[config.mk]
export PLATFORM = sky130hd
export DESIGN_NAME = escaped_text_to_bytes
export DESIGN_NICKNAME = d
export VERILOG_FILES = /design/src/etb_pkg.sv /design/src/escaped_text_to_bytes.sv /design/src/etb_front.sv /design/src/etb_fifo.sv /design/src/etb_back.sv
export SDC_FILE = /design/constraint.sdc
export NUM_CORES = 1
export LEC_CHECK = 0
export ABC_CLOCK_PERIOD_IN_PS = 9600
export BUFFER_PORTS_ARGS = -buffer_cell sky130_fd_sc_hd__buf_2
export CAP_MARGIN = 25
export CORE_ASPECT_RATIO = 0.75
export CORE_MARGIN = 5
export CORE_UTILIZATION = 45
export CTS_CLUSTER_SIZE = 14
export DETAILED_ROUTE_END_ITERATION = 10
export GPL_ROUTABILITY_DRIVEN = 0
export GPL_TIMING_DRIVEN = 0
export PLACE_DENSITY_LB_ADDON = 0.08
export SYNTH_ARGS = -nofsm -noshare
export SYNTH_HDL_FRONTEND = slang
export SYNTH_SLANG_ARGS = --single-unit
[constraint.sdc]
create_clock -name clk -period 9.6 [get_ports clk]
set_input_delay 1.92 -clock clk [delete_from_list [all_inputs] [get_ports clk]]
set_output_delay 1.92 -clock clk [all_outputs]
set_load 0.01 [all_outputs]
[src/etb_pkg.sv]
// shared types and constants for the escaped text to bytes decoder
// no dependencies
`timescale 1ns / 1ps
`default_nettype none

package etb_pkg;

    localparam int COUNT_BITS_DEF = 16;
    localparam int FIFO_DEPTH     = 2;
    localparam int CHAR_W         = 8;
    localparam int OUT_CNT_W      = 16;
    localparam int ADDR_W         = 2;

    localparam logic [ADDR_W-1:0]    ADDR_MAX_BYTES = 2'd0;
    localparam logic [OUT_CNT_W-1:0] MAX_BYTES_RST  = 16'd256;

    localparam logic KIND_DATA = 1'b0;
    localparam logic KIND_END  = 1'b1;

    localparam logic [CHAR_W-1:0] CH_NUL    = 8'h00;
    localparam logic [CHAR_W-1:0] CH_BSLASH = 8'h5C;
    localparam logic [CHAR_W-1:0] CH_X      = 8'h78;
    localparam logic [CHAR_W-1:0] CH_N      = 8'h6E;
    localparam logic [CHAR_W-1:0] CH_R      = 8'h72;
    localparam logic [CHAR_W-1:0] CH_B      = 8'h62;
    localparam logic [CHAR_W-1:0] CH_T      = 8'h74;
    localparam logic [CHAR_W-1:0] CH_DQUOTE = 8'h22;
    localparam logic [CHAR_W-1:0] CH_SQUOTE = 8'h27;
    localparam logic [CHAR_W-1:0] BYTE_LF   = 8'h0A;
    localparam logic [CHAR_W-1:0] BYTE_CR   = 8'h0D;
    localparam logic [CHAR_W-1:0] BYTE_BS   = 8'h08;
    localparam logic [CHAR_W-1:0] BYTE_TAB  = 8'h09;
    localparam logic [CHAR_W-1:0] BYTE_BAD  = 8'hFF;

    // one queue entry: one or two data beats, or an end-of-text beat
    typedef struct packed {
        logic                 kind;
        logic                 two;
        logic [CHAR_W-1:0]    byte0;
        logic [CHAR_W-1:0]    byte1;
        logic [OUT_CNT_W-1:0] count;
    } entry_t;

endpackage

`default_nettype wire

[src/escaped_text_to_bytes.sv]
// escaped text decoder top level: one text character per beat in, raw byte beats out
// a result beat is registered first in the queue and then in the output register, which
// loads when it is free
// throughput: one character per cycle while the queue is not full; a two-byte escape holds
// the output for a second beat, absorbed by a two-entry queue between front and back
// reset: asynchronous active-low rst_n clears parser, count and queue; max_bytes returns to 256
// depends on etb_pkg, etb_front, etb_fifo, etb_back
`timescale 1ns / 1ps
`default_nettype none

module escaped_text_to_bytes #(
    parameter int COUNT_BITS = etb_pkg::COUNT_BITS_DEF
) (
    input  wire logic                          clk,
    input  wire logic                          rst_n,
    input  wire logic                          text_valid,
    output logic                               text_stall,
    input  wire logic [etb_pkg::CHAR_W-1:0]    text_char,
    output logic                               result_valid,
    input  wire logic                          result_stall,
    output logic                               result_kind,
    output logic [etb_pkg::CHAR_W-1:0]         data_byte,
    output logic [etb_pkg::OUT_CNT_W-1:0]      byte_count,
    output logic                               last_of_item,
    input  wire logic                          psel,
    input  wire logic                          penable,
    input  wire logic                          pwrite,
    input  wire logic [etb_pkg::ADDR_W-1:0]    paddr,
    input  wire logic [31:0]                   pwdata,
    output logic [31:0]                        prdata,
    output logic                               pready
);
    import etb_pkg::*;

    logic [OUT_CNT_W-1:0] max_bytes_reg;
    logic                 q_push, q_pop, q_full, q_empty;
    entry_t               q_wr, q_rd;

    assign pready = 1'b1;
    assign prdata = (paddr == ADDR_MAX_BYTES) ? {16'd0, max_bytes_reg} : 32'd0;

    always_ff @(posedge clk or negedge rst_n)
    begin
        if (!rst_n)
        begin
            max_bytes_reg <= MAX_BYTES_RST;
        end
        else if (psel && penable && pwrite && pready && paddr == ADDR_MAX_BYTES)
        begin
            max_bytes_reg <= pwdata[OUT_CNT_W-1:0];
        end
    end

    etb_front #(
        .COUNT_BITS (COUNT_BITS)
    ) u_front (
        .clk        (clk),
        .rst_n      (rst_n),
        .text_valid (text_valid),
        .text_char  (text_char),
        .text_stall (text_stall),
        .max_bytes  (max_bytes_reg),
        .fifo_full  (q_full),
        .push       (q_push),
        .entry      (q_wr)
    );

    etb_fifo u_fifo (
        .clk      (clk),
        .rst_n    (rst_n),
        .push     (q_push),
        .wr_entry (q_wr),
        .pop      (q_pop),
        .rd_entry (q_rd),
        .full     (q_full),
        .empty    (q_empty)
    );

    etb_back u_back (
        .clk          (clk),
        .rst_n        (rst_n),
        .rd_entry     (q_rd),
        .empty        (q_empty),
        .pop          (q_pop),
        .result_valid (result_valid),
        .result_stall (result_stall),
        .result_kind  (result_kind),
        .data_byte    (data_byte),
        .byte_count   (byte_count),
        .last_of_item (last_of_item)
    );

    a_no_overflow: assert property (@(posedge clk) disable iff (!rst_n)
        q_push |-> !q_full)
        else $error("queue written while full");

    a_end_beat: assert property (@(posedge clk) disable iff (!rst_n)
        result_valid && result_kind == KIND_END |-> last_of_item && data_byte == 8'h00)
        else $error("end-of-text beat malformed");

    a_count_limit: assert property (@(posedge clk) disable iff (!rst_n)
        result_valid && result_kind == KIND_DATA |->
            byte_count != '0 && byte_count <= max_bytes_reg)
        else $error("data beat count outside limit");

endmodule

`default_nettype wire

[src/etb_front.sv]
// front part: accepts text characters, parses escapes and applies the byte limit
// depends on etb_pkg
`timescale 1ns / 1ps
`default_nettype none

module etb_front #(
    parameter int COUNT_BITS = etb_pkg::COUNT_BITS_DEF
) (
    input  wire logic                           clk,
    input  wire logic                           rst_n,
    input  wire logic                           text_valid,
    input  wire logic [etb_pkg::CHAR_W-1:0]     text_char,
    output logic                                text_stall,
    input  wire logic [etb_pkg::OUT_CNT_W-1:0]  max_bytes,
    input  wire logic                           fifo_full,
    output logic                                push,
    output etb_pkg::entry_t                     entry
);
    import etb_pkg::*;

    localparam int CNT_W = (COUNT_BITS < OUT_CNT_W) ? COUNT_BITS : OUT_CNT_W;
    localparam logic [CNT_W-1:0] CNT_TOP = {CNT_W{1'b1}};

    typedef enum logic [1:0] {
        MODE_PLAIN = 2'd0,
        MODE_ESC   = 2'd1,
        MODE_HEX1  = 2'd2,
        MODE_HEX2  = 2'd3
    } mode_t;

    mode_t            mode_reg, mode_next;
    logic [3:0]       nibble_reg, nibble_next;
    logic             bad_reg, bad_next;
    logic [CNT_W-1:0] cnt_reg, cnt_next;

    logic             fire;
    logic [CNT_W-1:0] cap;
    logic             room1, room2;
    logic [1:0]       n_emit;
    logic [CHAR_W-1:0] b0, b1;
    logic [4:0]       hv;

    function automatic logic [4:0] hex_decode(input logic [CHAR_W-1:0] c);
        logic [4:0] r;
        r = 5'd0;
        if (c >= 8'h30 && c <= 8'h39) r = {1'b1, 4'(c - 8'h30)};
        else if (c >= 8'h61 && c <= 8'h66) r = {1'b1, 4'(c - 8'h57)};
        else if (c >= 8'h41 && c <= 8'h46) r = {1'b1, 4'(c - 8'h37)};
        return r;
    endfunction

    assign text_stall = fifo_full;
    assign fire       = text_valid && !fifo_full;
    assign cap        = (max_bytes >= OUT_CNT_W'(CNT_TOP)) ? CNT_TOP : CNT_W'(max_bytes);
    assign room1      = cnt_reg < cap;
    assign room2      = ({1'b0, cnt_reg} + (CNT_W+1)'(1)) < {1'b0, cap};
    assign hv         = hex_decode(text_char);

    always_comb
    begin
        mode_next   = mode_reg;
        nibble_next = nibble_reg;
        bad_next    = bad_reg;
        cnt_next    = cnt_reg;
        n_emit      = 2'd0;
        b0          = text_char;
        b1          = text_char;
        push        = 1'b0;
        entry       = '0;
        if (fire)
        begin
            if (text_char == CH_NUL)
            begin
                push        = 1'b1;
                entry.kind  = KIND_END;
                entry.count = OUT_CNT_W'(cnt_reg);
                mode_next   = MODE_PLAIN;
                nibble_next = 4'd0;
                bad_next    = 1'b0;
                cnt_next    = '0;
            end
            else
            begin
                unique case (mode_reg)
                    MODE_PLAIN:
                    begin
                        if (text_char == CH_BSLASH) mode_next = MODE_ESC;
                        else n_emit = 2'd1;
                    end
                    MODE_ESC:
                    begin
                        mode_next = MODE_PLAIN;
                        n_emit    = 2'd1;
                        unique case (text_char)
                            CH_N:      b0 = BYTE_LF;
                            CH_R:      b0 = BYTE_CR;
                            CH_B:      b0 = BYTE_BS;
                            CH_T:      b0 = BYTE_TAB;
                            CH_DQUOTE: b0 = CH_DQUOTE;
                            CH_SQUOTE: b0 = CH_SQUOTE;
                            CH_X:
                            begin
                                n_emit    = 2'd0;
                                mode_next = MODE_HEX1;
                            end
                            default:
                            begin
                                n_emit = 2'd2;
                                b0     = CH_BSLASH;
                            end
                        endcase
                    end
                    MODE_HEX1:
                    begin
                        bad_next    = !hv[4];
                        nibble_next = hv[4] ? hv[3:0] : 4'd0;
                        mode_next   = MODE_HEX2;
                    end
                    MODE_HEX2:
                    begin
                        n_emit      = 2'd1;
                        b0          = (!hv[4] || bad_reg) ? BYTE_BAD : {nibble_reg, hv[3:0]};
                        mode_next   = MODE_PLAIN;
                        nibble_next = 4'd0;
                        bad_next    = 1'b0;
                    end
                endcase
                if (n_emit != 2'd0 && room1)
                begin
                    push        = 1'b1;
                    entry.kind  = KIND_DATA;
                    entry.byte0 = b0;
                    entry.byte1 = b1;
                    entry.two   = (n_emit == 2'd2) && room2;
                    entry.count = OUT_CNT_W'(cnt_reg) + OUT_CNT_W'(1);
                    cnt_next    = cnt_reg + (entry.two ? CNT_W'(2) : CNT_W'(1));
                end
            end
        end
    end

    always_ff @(posedge clk or negedge rst_n)
    begin
        if (!rst_n)
        begin
            mode_reg   <= MODE_PLAIN;
            nibble_reg <= 4'd0;
            bad_reg    <= 1'b0;
            cnt_reg    <= '0;
        end
        else
        begin
            mode_reg   <= mode_next;
            nibble_reg <= nibble_next;
            bad_reg    <= bad_next;
            cnt_reg    <= cnt_next;
        end
    end

endmodule

`default_nettype wire

[src/etb_fifo.sv]
// short queue of decoded entries between front and back
// depends on etb_pkg
`timescale 1ns / 1ps
`default_nettype none

module etb_fifo (
    input  wire logic            clk,
    input  wire logic            rst_n,
    input  wire logic            push,
    input  wire etb_pkg::entry_t wr_entry,
    input  wire logic            pop,
    output etb_pkg::entry_t      rd_entry,
    output logic                 full,
    output logic                 empty
);
    import etb_pkg::*;

    localparam int PTR_W = (FIFO_DEPTH > 1) ? $clog2(FIFO_DEPTH) : 1;
    localparam int LVL_W = $clog2(FIFO_DEPTH + 1);

    entry_t           slots [FIFO_DEPTH];
    logic [PTR_W-1:0] wr_ptr_reg, wr_ptr_next;
    logic [PTR_W-1:0] rd_ptr_reg, rd_ptr_next;
    logic [LVL_W-1:0] level_reg, level_next;

    function automatic logic [PTR_W-1:0] ptr_inc(input logic [PTR_W-1:0] p);
        return (p == PTR_W'(FIFO_DEPTH - 1)) ? '0 : p + PTR_W'(1);
    endfunction

    assign full     = level_reg == LVL_W'(FIFO_DEPTH);
    assign empty    = level_reg == '0;
    assign rd_entry = slots[rd_ptr_reg];

    always_comb
    begin
        wr_ptr_next = push ? ptr_inc(wr_ptr_reg) : wr_ptr_reg;
        rd_ptr_next = pop ? ptr_inc(rd_ptr_reg) : rd_ptr_reg;
        level_next  = level_reg + LVL_W'(push) - LVL_W'(pop);
    end

    always_ff @(posedge clk)
    begin
        if (push) slots[wr_ptr_reg] <= wr_entry;
    end

    always_ff @(posedge clk or negedge rst_n)
    begin
        if (!rst_n)
        begin
            wr_ptr_reg <= '0;
            rd_ptr_reg <= '0;
            level_reg  <= '0;
        end
        else
        begin
            wr_ptr_reg <= wr_ptr_next;
            rd_ptr_reg <= rd_ptr_next;
            level_reg  <= level_next;
        end
    end

endmodule

`default_nettype wire

[src/etb_back.sv]
// back part: splits queue entries into result beats behind an output register
// depends on etb_pkg
`timescale 1ns / 1ps
`default_nettype none

module etb_back (
    input  wire logic                          clk,
    input  wire logic                          rst_n,
    input  wire etb_pkg::entry_t               rd_entry,
    input  wire logic                          empty,
    output logic                               pop,
    output logic                               result_valid,
    input  wire logic                          result_stall,
    output logic                               result_kind,
    output logic [etb_pkg::CHAR_W-1:0]         data_byte,
    output logic [etb_pkg::OUT_CNT_W-1:0]      byte_count,
    output logic                               last_of_item
);
    import etb_pkg::*;

    logic                 valid_reg;
    logic                 pend_reg;
    logic                 kind_reg;
    logic [CHAR_W-1:0]    byte_reg;
    logic [CHAR_W-1:0]    byte1_reg;
    logic [OUT_CNT_W-1:0] count_reg;
    logic                 last_reg;
    logic                 load;

    assign load         = !valid_reg || !result_stall;
    assign pop          = load && !pend_reg && !empty;
    assign result_valid = valid_reg;
    assign result_kind  = kind_reg;
    assign data_byte    = byte_reg;
    assign byte_count   = count_reg;
    assign last_of_item = last_reg;

    always_ff @(posedge clk or negedge rst_n)
    begin
        if (!rst_n)
        begin
            valid_reg <= 1'b0;
            pend_reg  <= 1'b0;
        end
        else if (load)
        begin
            valid_reg <= pend_reg || !empty;
            pend_reg  <= !pend_reg && !empty && rd_entry.two;
        end
    end

    always_ff @(posedge clk)
    begin
        if (load)
        begin
            if (pend_reg)
            begin
                kind_reg  <= KIND_DATA;
                byte_reg  <= byte1_reg;
                count_reg <= count_reg + OUT_CNT_W'(1);
                last_reg  <= 1'b1;
            end
            else if (!empty)
            begin
                kind_reg  <= rd_entry.kind;
                byte_reg  <= rd_entry.byte0;
                byte1_reg <= rd_entry.byte1;
                count_reg <= rd_entry.count;
                last_reg  <= !rd_entry.two;
            end
        end
    end

endmodule

`default_nettype wire
==> run_results.csv <==
group,metric,value,unit
die,die_area,21270,um2
synthesis,ys_seq_area_share,50.53,%
synthesis,synth_area,8293,um2
routing,dr.pass1.iters,7,
cts,cts_buffers,17,
cts,cts_tree,"yes",
synthesis,synth_cell_types,76,
layout,largest_register_ffs,68,
synthesis,async_reset_ff_share,30.61,%
die,fp.coreArea,18290,um2
timing,fmax,174.9,MHz
timing,hold_viol_final,0,
outcome,outcome,"finished, final reports clean",
timing,post-route-period-util,59.55,%
power,total_power,2.762,mW
setup_path,startpoint_type,"register",
timing,relSlewSlack,39.57,%
layout,layout_commonest_cell,"edfxtp_1",
layout,fin_nets,991,
power,p_leak,3.961,nW
setup_path,arrival,6.04,ns
grt,grt-busiest-layer,"met2",
grt,grt_pass1_vias,6175,
synthesis,synth_cells,794,
timing,fin_skew,0.01448,ns
grt,grt-ovfl-total,0,
die,chipWidth,166.8,um
cts,clockRootBuffer,"clkbuf_16",
setup_path,end_kind,"register",
routing,drtIter0Drc,540,
synthesis,avgSynthCellArea,10.44,um2
layout,drive_gt1_share,17.99,%
setup_path,crit_path_max_fanout,8,
setup_path,worstReg2RegStart,"u_front.cnt_reg[1]$_DFFE_PN0P_",
routing,drc_errors,0,
synthesis,synth_edf_count,102,
cts,clk_pin_slew,0.07,ns
timing,rsz0062_at_grt,"false",
cts,cts_max_level,4,
timing,setup_viol,0,
cts,cts.hold.buffers_added,0,
grt,grt_pass1_wl,34150,um
layout,fill_cells,1653,
routing,drt-total-wl,21380,um
grt,antenna_found_initial,0,
layout,largest_register,"u_fifo.slots",
grt,grt_usage,20.17,%
grt,grt_max_degree,29,
setup_path,critPathKind,"register to register",
timing,min_period,5.716,ns
setup_path,worstSetupStartpoint,"u_front.cnt_reg[1]$_DFFE_PN0P_",
layout,num_antenna_cells,0,
layout,area_growth,17.34,%
grt,grt.met2_usage,30.66,%
cts,cts.sink_count,147,
routing,final_antenna_net_count,0,
setup_path,crit_required,9.92,ns
flow_run,max_cap_viol_count,0,
synthesis,yosys_warnings,0,
power,ir_worst_vdd,0.1330,mV
timing,setup_ws,3.884,ns
worst_hold_path,hold_class,"register to register",
cts,post_cts_resized,0,
die,die_y,127.6,um
grt,use_met3,3.650,%
routing,wl_per_cell,18.37,um
timing,maxSlewViolCount,0,
cts,clockBufferDepth,2,
place,dp_slack,3.788,ns
die,num_rows,43,
grt,met1_usage,30.11,%
routing,num_vias,6565,
die,start_util,45.34,%
cts,postCtsSetupBuffers,0,
worst_hold_path,min_from,"u_front.nibble_reg[1]$_DFFE_PN0P_",
die,ios,110,
place,dp_hpwl,16040,um
timing,fin_setup_tns,0,ns
synthesis,ys_seq_elements,147,
place,port_buffers,73,
routing,vias_per_cell,5.640,
cts,clkLatencyLatePin,0.43,ns
layout,final_cell_mix,"102 x edfxtp_1, 89 x nand2_1, 83 x buf_2",
synthesis,synth_ff_type,"edfxtp_1",
power,power.density,283.9,nW/um2
timing,tightest_slew,0.9044,ns
layout,fin_util,53.19,%
-- cells by family (layout without fill, tap and decap cells) --
group / count (synthesis) / in the layout / share of synthesized area (%)
AOI/OAI and AO/OA: 177 / 177 / 14.29
xor gates and xnor gates: 31 / 31 / 3.274
adders and majority gates: 38 / 38 / 5.824
buffers and inverters: 96 / 204 / 5.492
DFF: 147 / 147 / 50.53
muxes: 34 / 34 / 4.255
other: 2 / 17 / 0.09056
and+or+nand+nor: 269 / 269 / 16.25
-- path summary, 6_finish.rpt --
path                                                     end  slack, ns  cells past startpoint
setup reg to reg             u_front.cnt_reg[13]$_DFFE_PN0P_       3.88                     19
hold / removal             u_front.nibble_reg[1]$_DFFE_PN0P_       0.49                      2
min in group asynchronous    u_front.cnt_reg[12]$_DFFE_PN0P_       1.44                      1
max in group asynchronous       max_bytes_reg[8]$_DFFE_PN1P_       7.57                      2
hold reg to reg            u_front.nibble_reg[1]$_DFFE_PN0P_       0.49                      2
setup / recovery             u_front.cnt_reg[13]$_DFFE_PN0P_       3.88                     19
-- worst max-delay path, cell delays in order, from the launching register on --
cell	delay [ns]
dfrtp_1	0.55
ha_1	0.31
inv_1	0.10
or3_1	0.37
clkbuf_1	0.21
nor3_1	0.28
xor2_1	0.28
ha_1	0.29
a21o_1	0.15
a21o_1	0.17
a21o_1	0.19
a2111oi_0	0.66
o211ai_1	0.32
inv_1	0.18
ha_1	0.16
a21o_1	0.13
nand3_1	0.20
or3_1	0.46
or3_1	0.35
o311ai_1	0.24
-- routing by layer --
layer	share of wire, %	vias to the layer above
li1	-	3129
met5	0	-
met3	6.6	25
met1	48	3168
met2	45	243
met4	1.1	0
-- synthesized netlist by cell type (12+ instances only) --
master      n  share of area [%]
a21o_1     12                1.1
nor3_1     33                2.0
dfrtp_1    44                 13
nand2_1    89                4.0
ha_1       37                5.6
inv_1      33                1.5
mux2i_1    24                2.9
a21oi_1    20                1.2
and3_1     13               0.98
edfxtp_1  102                 37
clkbuf_1   28                1.3
buf_4      18                1.6
nand3_1    24                1.4
nor2_1     34                1.5
xnor2_1    23                2.4
a211oi_1   12                1.1
o21ai_0    60                3.6
-- final cells by class --
class / instances / area (um2) / share of cell area (%)
well taps: 247 / 309.0 / 3.176
clock inverters: 15 / 187.7 / 1.929
plain buffers: 62 / 327.8 / 3.369
repair buffers: 76 / 432.9 / 4.449
flip-flops and latches: 147 / 4190 / 43.06
clock buffers: 17 / 425.4 / 4.372
inverters: 34 / 127.6 / 1.312
multi-input cells: 566 / 3730 / 38.33
-- report_power, final --
| part | total (mW) | switching, mW | internal, mW |
|---|---|---|---|
| registers | 1.07 | 0.115 | 0.959 |
| logic | 1.00 | 0.614 | 0.386 |
| clock network | 0.688 | 0.292 | 0.396 |
-- per-stage QoR --
step,hold slack (ns),instances,instance area (um2)
2_1_floorplan,0.4462,809,8349
3_3_place_gp,0.4753,1129,9024
3_5_place_dp,0.4748,1132,9117
4_1_cts,0.4911,1164,9731
5_1_grt,0.5322,1164,9731
6_report,0.4901,1164,9731
(Power assumes the default switching activity.)
